**config.mk**
```make
export PLATFORM = sky130hd
export DESIGN_NAME = learning_bridge_forwarding
export DESIGN_NICKNAME = d
export VERILOG_FILES = /design/src/rtl/blf_pkg.sv /design/src/rtl/blf_queue.sv /design/src/rtl/blf_front.sv /design/src/rtl/blf_engine.sv /design/src/rtl/learning_bridge_forwarding.sv
export SDC_FILE = /design/constraint.sdc
export NUM_CORES = 2
export LEC_CHECK = 0
export BUFFER_PORTS_ARGS = -buffer_cell sky130_fd_sc_hd__buf_2
export CORE_ASPECT_RATIO = 0.75
export CORE_MARGIN = 2
export CORE_UTILIZATION = 30
export DETAILED_ROUTE_END_ITERATION = 10
export GPL_TIMING_DRIVEN = 0
export PLACE_DENSITY = 0.45
export SETUP_SLACK_MARGIN = 0.2
export SLEW_MARGIN = 15
export SYNTH_ARGS = -nofsm -noshare
export SYNTH_HDL_FRONTEND = slang
export SYNTH_HIERARCHICAL = 1
export SYNTH_SLANG_ARGS = --single-unit
```
**constraint.sdc**
```tcl
create_clock -name i_clk -period 8.5 [get_ports i_clk]
set_input_delay 1.7 -clock i_clk [delete_from_list [all_inputs] [get_ports i_clk]]
set_output_delay 1.7 -clock i_clk [all_outputs]
set_load 0.005 [all_outputs]
```
**src/rtl/blf_pkg.sv**
```systemverilog
// ----------------------------------------------------------------------------
// blf_pkg
// Shared types, constants and helpers for the learning bridge forwarding block.
// ----------------------------------------------------------------------------
package blf_pkg;

    // Default parameter values
    localparam int TABLE_ENTRIES_DEF = 64;
    localparam int MAX_PORTS_DEF     = 8;
    localparam int ADDR_BITS_DEF     = 48;

    // Fixed field widths
    localparam int PORT_W = 4;
    localparam int MASK_W = 8;
    localparam int ACT_W  = 2;

    // Reset value of the ports-in-use register
    localparam logic [PORT_W-1:0] PORTS_IN_USE_RST = 4'd8;

    // Depths of the request and result queues
    localparam int REQ_Q_DEPTH = 2;
    localparam int RES_Q_DEPTH = 2;

    // Action codes
    localparam logic [ACT_W-1:0] ACT_FILTER  = 2'd0;
    localparam logic [ACT_W-1:0] ACT_FORWARD = 2'd1;
    localparam logic [ACT_W-1:0] ACT_FLOOD   = 2'd2;

    // One forwarding result
    typedef struct packed {
        logic [ACT_W-1:0]  action;
        logic [PORT_W-1:0] out_port;
        logic [MASK_W-1:0] flood_mask;
        logic              learned;
        logic              table_full;
    } t_result;

    // Mask bit for one port; ports outside 1..MASK_W set nothing
    function automatic logic [MASK_W-1:0] port_bit(input logic [PORT_W-1:0] port);
        logic [MASK_W-1:0] m;
        m = '0;
        for (int p = 1; p <= MASK_W; p++) begin
            if (port == PORT_W'(p)) begin
                m[p-1] = 1'b1;
            end
        end
        return m;
    endfunction

endpackage

```
**src/rtl/blf_queue.sv**
```systemverilog
// ----------------------------------------------------------------------------
// blf_queue
// Small flop-based FIFO with full/empty flags, used between the block's parts.
// ----------------------------------------------------------------------------
module blf_queue #(
    parameter int WIDTH = 16,
    parameter int DEPTH = 2
) (
    input  logic             i_clk,
    input  logic             i_rst_n,
    input  logic             i_push,
    input  logic [WIDTH-1:0] i_wdata,
    output logic             o_full,
    input  logic             i_pop,
    output logic [WIDTH-1:0] o_rdata,
    output logic             o_empty
);

    localparam int AW = (DEPTH > 1) ? $clog2(DEPTH) : 1;
    localparam int CW = $clog2(DEPTH + 1);

    logic [WIDTH-1:0] r_mem [DEPTH];
    logic [AW-1:0]    r_wptr, n_wptr;
    logic [AW-1:0]    r_rptr, n_rptr;
    logic [CW-1:0]    r_cnt,  n_cnt;
    logic             w_wr, w_rd;

    assign o_full  = (r_cnt == CW'(DEPTH));
    assign o_empty = (r_cnt == '0);
    assign o_rdata = r_mem[r_rptr];
    assign w_wr    = i_push && !o_full;
    assign w_rd    = i_pop && !o_empty;

    // Pointer and fill count update
    always_comb begin
        n_wptr = r_wptr;
        n_rptr = r_rptr;
        n_cnt  = r_cnt;
        if (w_wr) begin
            n_wptr = (r_wptr == AW'(DEPTH - 1)) ? '0 : r_wptr + 1'b1;
        end
        if (w_rd) begin
            n_rptr = (r_rptr == AW'(DEPTH - 1)) ? '0 : r_rptr + 1'b1;
        end
        if (w_wr && !w_rd) begin
            n_cnt = r_cnt + 1'b1;
        end else if (w_rd && !w_wr) begin
            n_cnt = r_cnt - 1'b1;
        end
    end

    always_ff @(posedge i_clk) begin
        if (!i_rst_n) begin
            r_wptr <= '0;
            r_rptr <= '0;
            r_cnt  <= '0;
        end else begin
            r_wptr <= n_wptr;
            r_rptr <= n_rptr;
            r_cnt  <= n_cnt;
        end
    end

    // Storage, no reset
    always_ff @(posedge i_clk) begin
        if (w_wr) begin
            r_mem[r_wptr] <= i_wdata;
        end
    end

endmodule

```
**src/rtl/blf_front.sv**
```systemverilog
// ----------------------------------------------------------------------------
// blf_front
// Accepts frame headers, holds the ports-in-use register, precomputes the
// flood mask and the source-equals-destination flag, and queues the request.
// ----------------------------------------------------------------------------
module blf_front #(
    parameter int MAX_PORTS = 8,
    parameter int ADDR_BITS = 48,
    parameter int REQ_W     = 2 * 48 + 13
) (
    input  logic                      i_clk,
    input  logic                      i_rst_n,
    input  logic                      push,
    output logic                      full,
    input  logic [ADDR_BITS-1:0]      i_src_addr,
    input  logic [ADDR_BITS-1:0]      i_dst_addr,
    input  logic [blf_pkg::PORT_W-1:0] i_in_port,
    input  logic                      i_cfg_we,
    input  logic [blf_pkg::PORT_W-1:0] i_cfg_wdata,
    input  logic                      i_req_pop,
    output logic [REQ_W-1:0]          o_req_data,
    output logic                      o_req_empty
);
    import blf_pkg::*;

    localparam logic [PORT_W:0] MAXP = (PORT_W + 1)'(MAX_PORTS);

    logic [PORT_W-1:0] r_ports_in_use;
    logic [PORT_W:0]   w_nports;
    logic [MASK_W-1:0] w_flood;
    logic              w_same;
    logic [REQ_W-1:0]  w_req;

    // Ports-in-use register
    always_ff @(posedge i_clk) begin
        if (!i_rst_n) begin
            r_ports_in_use <= PORTS_IN_USE_RST;
        end else if (i_cfg_we) begin
            r_ports_in_use <= i_cfg_wdata;
        end
    end

    // Flood mask: ports 1..nports except the ingress port
    always_comb begin
        w_nports = ({1'b0, r_ports_in_use} > MAXP) ? MAXP : {1'b0, r_ports_in_use};
        w_flood  = '0;
        for (int p = 1; p <= MASK_W; p++) begin
            w_flood[p-1] = ((PORT_W + 1)'(p) <= w_nports) && (PORT_W'(p) != i_in_port);
        end
    end

    assign w_same = (i_src_addr == i_dst_addr);
    assign w_req  = {i_src_addr, i_dst_addr, i_in_port, w_flood, w_same};

    // Request queue toward the table engine
    blf_queue #(
        .WIDTH (REQ_W),
        .DEPTH (REQ_Q_DEPTH)
    ) u_req_q (
        .i_clk   (i_clk),
        .i_rst_n (i_rst_n),
        .i_push  (push),
        .i_wdata (w_req),
        .o_full  (full),
        .i_pop   (i_req_pop),
        .o_rdata (o_req_data),
        .o_empty (o_req_empty)
    );

endmodule

```
**src/rtl/blf_engine.sv**
```systemverilog
// ----------------------------------------------------------------------------
// blf_engine
// Address table and its sequencer: scans the valid entries one per cycle for
// the source and destination, learns the source, and builds the result.
// ----------------------------------------------------------------------------
module blf_engine #(
    parameter int TABLE_ENTRIES = 64,
    parameter int ADDR_BITS     = 48,
    parameter int REQ_W         = 2 * 48 + 13
) (
    input  logic             i_clk,
    input  logic             i_rst_n,
    input  logic [REQ_W-1:0] i_req_data,
    input  logic             i_req_empty,
    output logic             o_req_pop,
    output logic             o_res_push,
    output blf_pkg::t_result o_res_data,
    input  logic             i_res_full
);
    import blf_pkg::*;

    localparam int IDX_W = $clog2(TABLE_ENTRIES);
    localparam int CNT_W = $clog2(TABLE_ENTRIES + 1);

    localparam logic [1:0] S_IDLE = 2'd0;
    localparam logic [1:0] S_SCAN = 2'd1;
    localparam logic [1:0] S_FIN  = 2'd2;

    // Table storage
    logic [ADDR_BITS-1:0] r_mem_addr [TABLE_ENTRIES];
    logic [PORT_W-1:0]    r_mem_port [TABLE_ENTRIES];

    logic [1:0]           r_state, n_state;
    logic [CNT_W-1:0]     r_count, n_count;
    logic [CNT_W-1:0]     r_idx,   n_idx;
    logic                 r_rd_vld, n_rd_vld;
    logic                 r_src_hit, n_src_hit;
    logic                 r_dst_hit, n_dst_hit;
    logic [PORT_W-1:0]    r_dst_port, n_dst_port;
    logic [ADDR_BITS-1:0] r_rd_addr;
    logic [PORT_W-1:0]    r_rd_port;

    logic [ADDR_BITS-1:0] w_src, w_dst;
    logic [PORT_W-1:0]    w_in_port;
    logic [MASK_W-1:0]    w_flood;
    logic                 w_same;
    logic                 w_issue;
    logic                 w_learn;
    logic                 w_full;
    logic                 w_hit;
    logic [PORT_W-1:0]    w_hit_port;
    t_result              w_res;

    assign {w_src, w_dst, w_in_port, w_flood, w_same} = i_req_data;

    assign w_issue = (r_state == S_SCAN) && (r_idx < r_count);

    // Learn/full decision and destination resolution after the scan
    always_comb begin
        w_learn    = !r_src_hit && (r_count != CNT_W'(TABLE_ENTRIES));
        w_full     = !r_src_hit && (r_count == CNT_W'(TABLE_ENTRIES));
        w_hit      = r_dst_hit || (w_same && w_learn);
        w_hit_port = r_dst_hit ? r_dst_port : w_in_port;

        w_res.learned    = w_learn;
        w_res.table_full = w_full;
        if (w_hit && (w_hit_port == w_in_port)) begin
            w_res.action     = ACT_FILTER;
            w_res.out_port   = '0;
            w_res.flood_mask = '0;
        end else if (w_hit) begin
            w_res.action     = ACT_FORWARD;
            w_res.out_port   = w_hit_port;
            w_res.flood_mask = port_bit(w_hit_port);
        end else begin
            w_res.action     = ACT_FLOOD;
            w_res.out_port   = '0;
            w_res.flood_mask = w_flood;
        end
    end

    // Sequencer
    always_comb begin
        n_state    = r_state;
        n_count    = r_count;
        n_idx      = r_idx;
        n_rd_vld   = 1'b0;
        n_src_hit  = r_src_hit;
        n_dst_hit  = r_dst_hit;
        n_dst_port = r_dst_port;
        o_req_pop  = 1'b0;
        o_res_push = 1'b0;
        unique case (r_state)
            S_IDLE: begin
                if (!i_req_empty) begin
                    n_idx     = '0;
                    n_src_hit = 1'b0;
                    n_dst_hit = 1'b0;
                    n_state   = S_SCAN;
                end
            end
            S_SCAN: begin
                // compare the entry read last cycle
                if (r_rd_vld) begin
                    if (r_rd_addr == w_src) begin
                        n_src_hit = 1'b1;
                    end
                    if (r_rd_addr == w_dst) begin
                        n_dst_hit  = 1'b1;
                        n_dst_port = r_rd_port;
                    end
                end
                if (w_issue) begin
                    n_idx    = r_idx + 1'b1;
                    n_rd_vld = 1'b1;
                end else begin
                    n_state = S_FIN;
                end
            end
            S_FIN: begin
                if (!i_res_full) begin
                    o_res_push = 1'b1;
                    o_req_pop  = 1'b1;
                    if (w_learn) begin
                        n_count = r_count + 1'b1;
                    end
                    n_state = S_IDLE;
                end
            end
            default: begin
                n_state = S_IDLE;
            end
        endcase
    end

    assign o_res_data = w_res;

    always_ff @(posedge i_clk) begin
        if (!i_rst_n) begin
            r_state  <= S_IDLE;
            r_count  <= '0;
            r_rd_vld <= 1'b0;
        end else begin
            r_state  <= n_state;
            r_count  <= n_count;
            r_rd_vld <= n_rd_vld;
        end
    end

    // Scan bookkeeping, no reset needed
    always_ff @(posedge i_clk) begin
        r_idx      <= n_idx;
        r_src_hit  <= n_src_hit;
        r_dst_hit  <= n_dst_hit;
        r_dst_port <= n_dst_port;
    end

    // Table read port
    always_ff @(posedge i_clk) begin
        if (w_issue) begin
            r_rd_addr <= r_mem_addr[r_idx[IDX_W-1:0]];
            r_rd_port <= r_mem_port[r_idx[IDX_W-1:0]];
        end
    end

    // Table write port: lowest free entry is the fill count
    always_ff @(posedge i_clk) begin
        if (o_res_push && w_learn) begin
            r_mem_addr[r_count[IDX_W-1:0]] <= w_src;
            r_mem_port[r_count[IDX_W-1:0]] <= w_in_port;
        end
    end

endmodule

```
**src/rtl/learning_bridge_forwarding.sv**
```systemverilog
// ----------------------------------------------------------------------------
// learning_bridge_forwarding
// Transparent learning bridge: per-frame source learning and forwarding
// decision against a station address table.
// ----------------------------------------------------------------------------
// The table engine handles one frame header at a time. The table holds 0 to
// TABLE_ENTRIES learned addresses, and the engine reads one entry per cycle,
// comparing it against both the source and the destination, then learns the
// source and posts the result in a final state that waits while the result
// FIFO is full. Entries fill from the bottom and never age, so no clearing
// pass is needed after reset. Headers queue in a two-deep request FIFO ahead
// of the engine and results in a two-deep FIFO behind it, so either side may
// stall until its queue fills without blocking the other. Write ports_in_use
// only while the block is idle.
// ----------------------------------------------------------------------------
module learning_bridge_forwarding #(
    parameter int TABLE_ENTRIES = blf_pkg::TABLE_ENTRIES_DEF,
    parameter int MAX_PORTS     = blf_pkg::MAX_PORTS_DEF,
    parameter int ADDR_BITS     = blf_pkg::ADDR_BITS_DEF
) (
    input  logic                       i_clk,
    input  logic                       i_rst_n,
    // request side
    input  logic                       push,
    output logic                       full,
    input  logic [ADDR_BITS-1:0]       i_src_addr,
    input  logic [ADDR_BITS-1:0]       i_dst_addr,
    input  logic [blf_pkg::PORT_W-1:0] i_in_port,
    // result side
    output logic                       empty,
    input  logic                       pop,
    output logic [blf_pkg::ACT_W-1:0]  o_action,
    output logic [blf_pkg::PORT_W-1:0] o_out_port,
    output logic [blf_pkg::MASK_W-1:0] o_flood_mask,
    output logic                       o_learned,
    output logic                       o_table_full,
    // configuration
    input  logic                       i_cfg_we,
    input  logic [blf_pkg::PORT_W-1:0] i_cfg_wdata
);
    import blf_pkg::*;

    localparam int REQ_W = 2 * ADDR_BITS + PORT_W + MASK_W + 1;
    localparam int RES_W = $bits(t_result);

    logic [REQ_W-1:0] w_req_data;
    logic             w_req_empty;
    logic             w_req_pop;
    logic             w_res_push;
    t_result          w_res_in;
    logic             w_res_full;
    logic [RES_W-1:0] w_res_raw;
    t_result          w_res_out;

    // Front: accept and classify
    blf_front #(
        .MAX_PORTS (MAX_PORTS),
        .ADDR_BITS (ADDR_BITS),
        .REQ_W     (REQ_W)
    ) u_front (
        .i_clk       (i_clk),
        .i_rst_n     (i_rst_n),
        .push        (push),
        .full        (full),
        .i_src_addr  (i_src_addr),
        .i_dst_addr  (i_dst_addr),
        .i_in_port   (i_in_port),
        .i_cfg_we    (i_cfg_we),
        .i_cfg_wdata (i_cfg_wdata),
        .i_req_pop   (w_req_pop),
        .o_req_data  (w_req_data),
        .o_req_empty (w_req_empty)
    );

    // Back: table scan, learning and decision
    blf_engine #(
        .TABLE_ENTRIES (TABLE_ENTRIES),
        .ADDR_BITS     (ADDR_BITS),
        .REQ_W         (REQ_W)
    ) u_engine (
        .i_clk       (i_clk),
        .i_rst_n     (i_rst_n),
        .i_req_data  (w_req_data),
        .i_req_empty (w_req_empty),
        .o_req_pop   (w_req_pop),
        .o_res_push  (w_res_push),
        .o_res_data  (w_res_in),
        .i_res_full  (w_res_full)
    );

    // Result queue
    blf_queue #(
        .WIDTH (RES_W),
        .DEPTH (RES_Q_DEPTH)
    ) u_res_q (
        .i_clk   (i_clk),
        .i_rst_n (i_rst_n),
        .i_push  (w_res_push),
        .i_wdata (w_res_in),
        .o_full  (w_res_full),
        .i_pop   (pop),
        .o_rdata (w_res_raw),
        .o_empty (empty)
    );

    assign w_res_out    = t_result'(w_res_raw);
    assign o_action     = w_res_out.action;
    assign o_out_port   = w_res_out.out_port;
    assign o_flood_mask = w_res_out.flood_mask;
    assign o_learned    = w_res_out.learned;
    assign o_table_full = w_res_out.table_full;

endmodule

```
==> out/results.env <==
TIMING.CRITICAL_PATH.CELLS='clkbuf_1 -> buf_2 -> nor2b_1 -> buf_1 -> clkbuf_1 -> a21oi_1 -> o21ai_1 -> nand2_1 -> o21ai_1'
UNREPAIRED_SETUP_ENDPOINTS_AFTER_GLOBAL_ROUTING='no'
MAX_CAP_VIOLS=0
CRITPATHCAPTURETYPE='flip-flop'
POST_SYNTH.CELL_AREA_AVG_SQ_UM=22.87
FP_ROWS=217
GRT_START_MAX_NET_PINS=66
DETAILEDROUTE.FIRSTPASSITERATIONCOUNT=6
SYNTHESIZED_INSTANCE_COUNT=6162
DETAIL_ROUTE.WIRELENGTH_UM=461300
SYN-CELL-AREA_SQ_UM=140900
LEAK_PWR_uW=0.05179
DIE_HEIGHT_UM=597.5
GR-TOTAL-OVERFLOW=0
POWER.IR.VDD_WORST_uV=207.8
R2R_START='u_engine/r_idx[3]'
CP.ARRIVAL_NS=5.93
SYNTHESIS.NETS=6282
R2R.WORST_PATH.CELLS=9
MET3_ROUTED_WIRELENGTH_UM=42630
CRITPATHMAXSTAGEDELAY_NS=0.99
CTS_BUFFER_DEPTH=4
COUNT_OF_VIAS_PLACED_BY_THE_DETAILED_ROUTER=70420
WORST_CLOCK_SKEW_NS=0.06378
TIMING.CRITICAL_PATH.REQUIRED_NS=9.04
FINAL_NET_COUNT=7044
REPORT.FINAL.SLEW_VIOL_COUNT=0
CLOCK.FMAX_MHz=185.5
PORT_BUFFERS=125
TIMING.FINAL.HOLD_VIOLATIONS=0
WORST-PATH-MAX-FANOUT=10
VIASPERCELL=5.233
SHARE_OF_THE_SYNTHESIZED_AREA_IN_THE_TOP_CELL_TYPE=0.7764
MIN_DELAY_PATH_DEPTH=0
CLOCKROOTBUFFER='sky130_fd_sc_hd__clkbuf_16'
TIMING.HOLD.WORST.CLASS='flip-flop to flip-flop'
PLACE_INST=12800
DP_HPWL_UM=322600
REGISTER_TO_REGISTER_SETUP_SLACK_NS=3.11
SYNTH-MAIN-FF-CELL='sky130_fd_sc_hd__edfxtp_1'
GRT_UTIL_OVERALL=0.1900
FINAL_CRITICAL_PATH_SETUP_SLACK_NS=3.109
CRITICAL_PATH_CLASS='flip-flop to flip-flop'
DRT-MET1-WL_UM=205500
CTS_MAX_LEVEL=5
TIGHTEST_SLEW_NS=1.305
DETAIL_ROUTE.DRC_VIOLATIONS=0
SYNTH.TOP_CELLS.BY_AREA='sky130_fd_sc_hd__edfxtp_1, sky130_fd_sc_hd__mux4_2, sky130_fd_sc_hd__mux2i_1'
TIMING.RR.END='u_engine/r_rd_port[3]'
DRT-WIRELENGTH-PER-CELL_UM=34.28
POWER.DENSITY_nW_PER_UM2=321.6
GRT_FIRST_PASS_WIRELENGTH_UM=616300
SYNTH.FF_LATCH_COUNT=3667
SETUP_TOTAL_NEGATIVE_SLACK_NS=0
MIN_TO='u_engine/r_dst_port[3]'
NUMCLOCKSINKS=3667
GP_CONGESTION=0.8122
STDCELL_COUNT=13460
HIGHEST_LAYER='met5'
TIMING.CRITICAL_PATH.FROM_TYPE='flip-flop'
HOLDBUFCOUNTCTS=0
POWER.TOTAL_uW=53780
NETLIST-CELL-TYPE-COUNT=52
GRT_PASS1_VIAS=69150
LAUNCH_POINT_OF_THE_WORST_HOLD_PATH='u_engine/r_rd_port[3]'
NETLIST_TOP_CELLS_COUNT='sky130_fd_sc_hd__edfxtp_1, sky130_fd_sc_hd__mux4_2, sky130_fd_sc_hd__mux2i_1'
POST_ROUTE_CELLS_DRIVE_ABOVE_1_SHARE=0.2956
FLOW.AREA_GROWTH_FROM_SYNTHESIS_PCT=18.67
FLOORPLAN.DIE.WIDTH_UM=795.3
SETUP_VIOL=0
GRT_ANTENNA_BEFORE_REPAIR=62
SYNTH-SEQ-AREA-SHARE=0.7798
CTS_REPAIR_RESIZE_COUNT=0
DRTANTENNAVIOLNETS=0
POST_CTS_SETUP_BUFFER_COUNT=0
RELSLEWSLACK=0.1300
CPMAXSTAGEDELAYCELL='sky130_fd_sc_hd__o21ai_1'
DR_WL_MET2_UM=203900
POST-SYNTH-TOP-AREA-CELL='sky130_fd_sc_hd__edfxtp_1'
CLOCK_TREE_FROM_TRITONCTS='built'
INITIAL_CORE_UTIL=0.3019
CTS.CLK_SLEW.WORST_PATHS_NS=0.06
DOMINANT_CELL_BY_COUNT_IN_THE_SYNTHESIZED_NETLIST='sky130_fd_sc_hd__edfxtp_1'
SYNTH_EDF_COUNT=3643
STATUS='finished, final reports clean'
PLACEMENT.SETUP.WORST_SLACK_NS=3.322
NUM_IO_PINS=127
DIE_OUTLINE_AREA_SQ_UM=475200
DRT_FIRST_ITER_VIOLATIONS=10120
CORE_SQ_UM=466700
CLOCK_INSERTION_DELAY_AT_THE_LATER_PIN_OF_THE_SKEW_REPORT_NS=0.96
PERIOD_SHARE=0.6342
NUMCTSBUFFERS=358
ASYNC_FLOP_SHARE=0
MIN_PERIOD_NS=5.391
SYNTH-WARNING-COUNT=6
## cell type report
type,instances,area [sq um]
buffer,319,1705
tap,6241,7809
sequential,3667,109900
timing repair buffer,402,6815
clock inverter,193,1451
inverter,16,60.06
antenna,10,25.02
clock buffer,449,9489
multi-input combinational,2160,29980
fill,42660,299500
## worst max path at each step
| stage | startpoint | to | slack, ns | cells after the start |
|---|---|---|---|---|
| 5_1_grt | u_engine/r_idx[3] | u_engine/r_rd_port[3] | 3.23 | 9 |
| 6_report | u_engine/r_idx[3] | u_engine/r_rd_port[3] | 3.11 | 9 |
| 2_1_floorplan | push | u_front/u_req_q/r_mem[0][0] | 1.95 | 2 |
| 3_3_place_gp | u_engine/r_count[0] | u_engine/r_mem_addr[0][4] | -1.97 | 8 |
| 4_1_cts | u_engine/r_idx[3] | u_engine/r_rd_port[3] | 3.31 | 9 |
| 3_5_place_dp | u_engine/r_idx[3] | u_engine/r_rd_port[3] | 3.32 | 9 |
## critical path: cells and delay by family (launching register included)
family                 cells  cell delay, ns
buffers and inverters      4            2.66
AO/OA/AOI/OAI              3            1.43
AND/OR/NAND/NOR            2            0.48
flip-flops                 1            0.42
## per-stage QoR
step                utilization  hold slack [ns]  instance area (sq um)
global placement         0.3200           0.4192                 149300
detailed placement       0.3345           0.4156                 156100
global route             0.3582           0.4337                 167200
floorplan                     -           0.4003                 140900
finish                   0.3583           0.4317                 167200
CTS                      0.3579           0.4305                 167100
## power breakdown
group          internal [uW]  switching, uW  total [uW]
sequential             21200            165       21300
clock                   8430           6930       15400
combinational           5910          11200       17100
## registers in the layout (all words and copies together), names as in the netlist, 4 cells and up, named ones only
register and flops:
u_engine/r_mem_addr 3072, u_engine/r_mem_port 256, u_front/u_req_q/r_mem 218, u_engine/r_rd_addr 48, u_res_q/r_mem 32, u_engine/r_count 7, u_engine/r_idx 7, u_engine/r_dst_port 4
u_engine/r_rd_port 4, u_front/r_ports_in_use 4
## cells by family after synthesis
logic type	Yosys count	share of synthesized area
AO/OA/AOI/OAI	433	0.01961
XOR/XNOR	163	0.01013
adder cells (fa/ha/maj)	11	0.0009768
buffers and inverters	335	0.01225
flip-flops	3667	0.7798
multiplexers	1268	0.1675
AND/OR/NAND/NOR	285	0.009724
## placed cells by master, fill, tap and decap left out, types with 25 or more instances in the layout
master / count
sky130_fd_sc_hd__buf_6: 33
sky130_fd_sc_hd__buf_4: 45
sky130_fd_sc_hd__clkbuf_16: 365
sky130_fd_sc_hd__o221ai_1: 44
sky130_fd_sc_hd__buf_12: 154
sky130_fd_sc_hd__nand2_1: 70
sky130_fd_sc_hd__a21oi_1: 54
sky130_fd_sc_hd__o21ai_1: 68
sky130_fd_sc_hd__xor2_1: 138
sky130_fd_sc_hd__buf_2: 225
sky130_fd_sc_hd__clkbuf_1: 180
sky130_fd_sc_hd__edfxtp_1: 3643
sky130_fd_sc_hd__mux2i_1: 285
sky130_fd_sc_hd__a211oi_1: 44
sky130_fd_sc_hd__a22oi_1: 60
sky130_fd_sc_hd__buf_1: 26
sky130_fd_sc_hd__nor2_4: 64
sky130_fd_sc_hd__nor2_1: 29
sky130_fd_sc_hd__clkinv_1: 87
sky130_fd_sc_hd__buf_16: 104
sky130_fd_sc_hd__nor4_1: 35
sky130_fd_sc_hd__o21ai_0: 80
sky130_fd_sc_hd__mux4_2: 856
sky130_fd_sc_hd__mux2_2: 75
sky130_fd_sc_hd__mux2_4: 52
sky130_fd_sc_hd__xnor2_1: 25
sky130_fd_sc_hd__clkinv_2: 65
sky130_fd_sc_hd__o22ai_1: 44
## layer usage
layer	global-route usage	vias to the layer above
li1	-	27730
met4	0.03784	6
met1	0.2805	39010
met3	0.04761	496
met5	0	-
met2	0.2854	3176
Power figures use the tool's default switching activity.
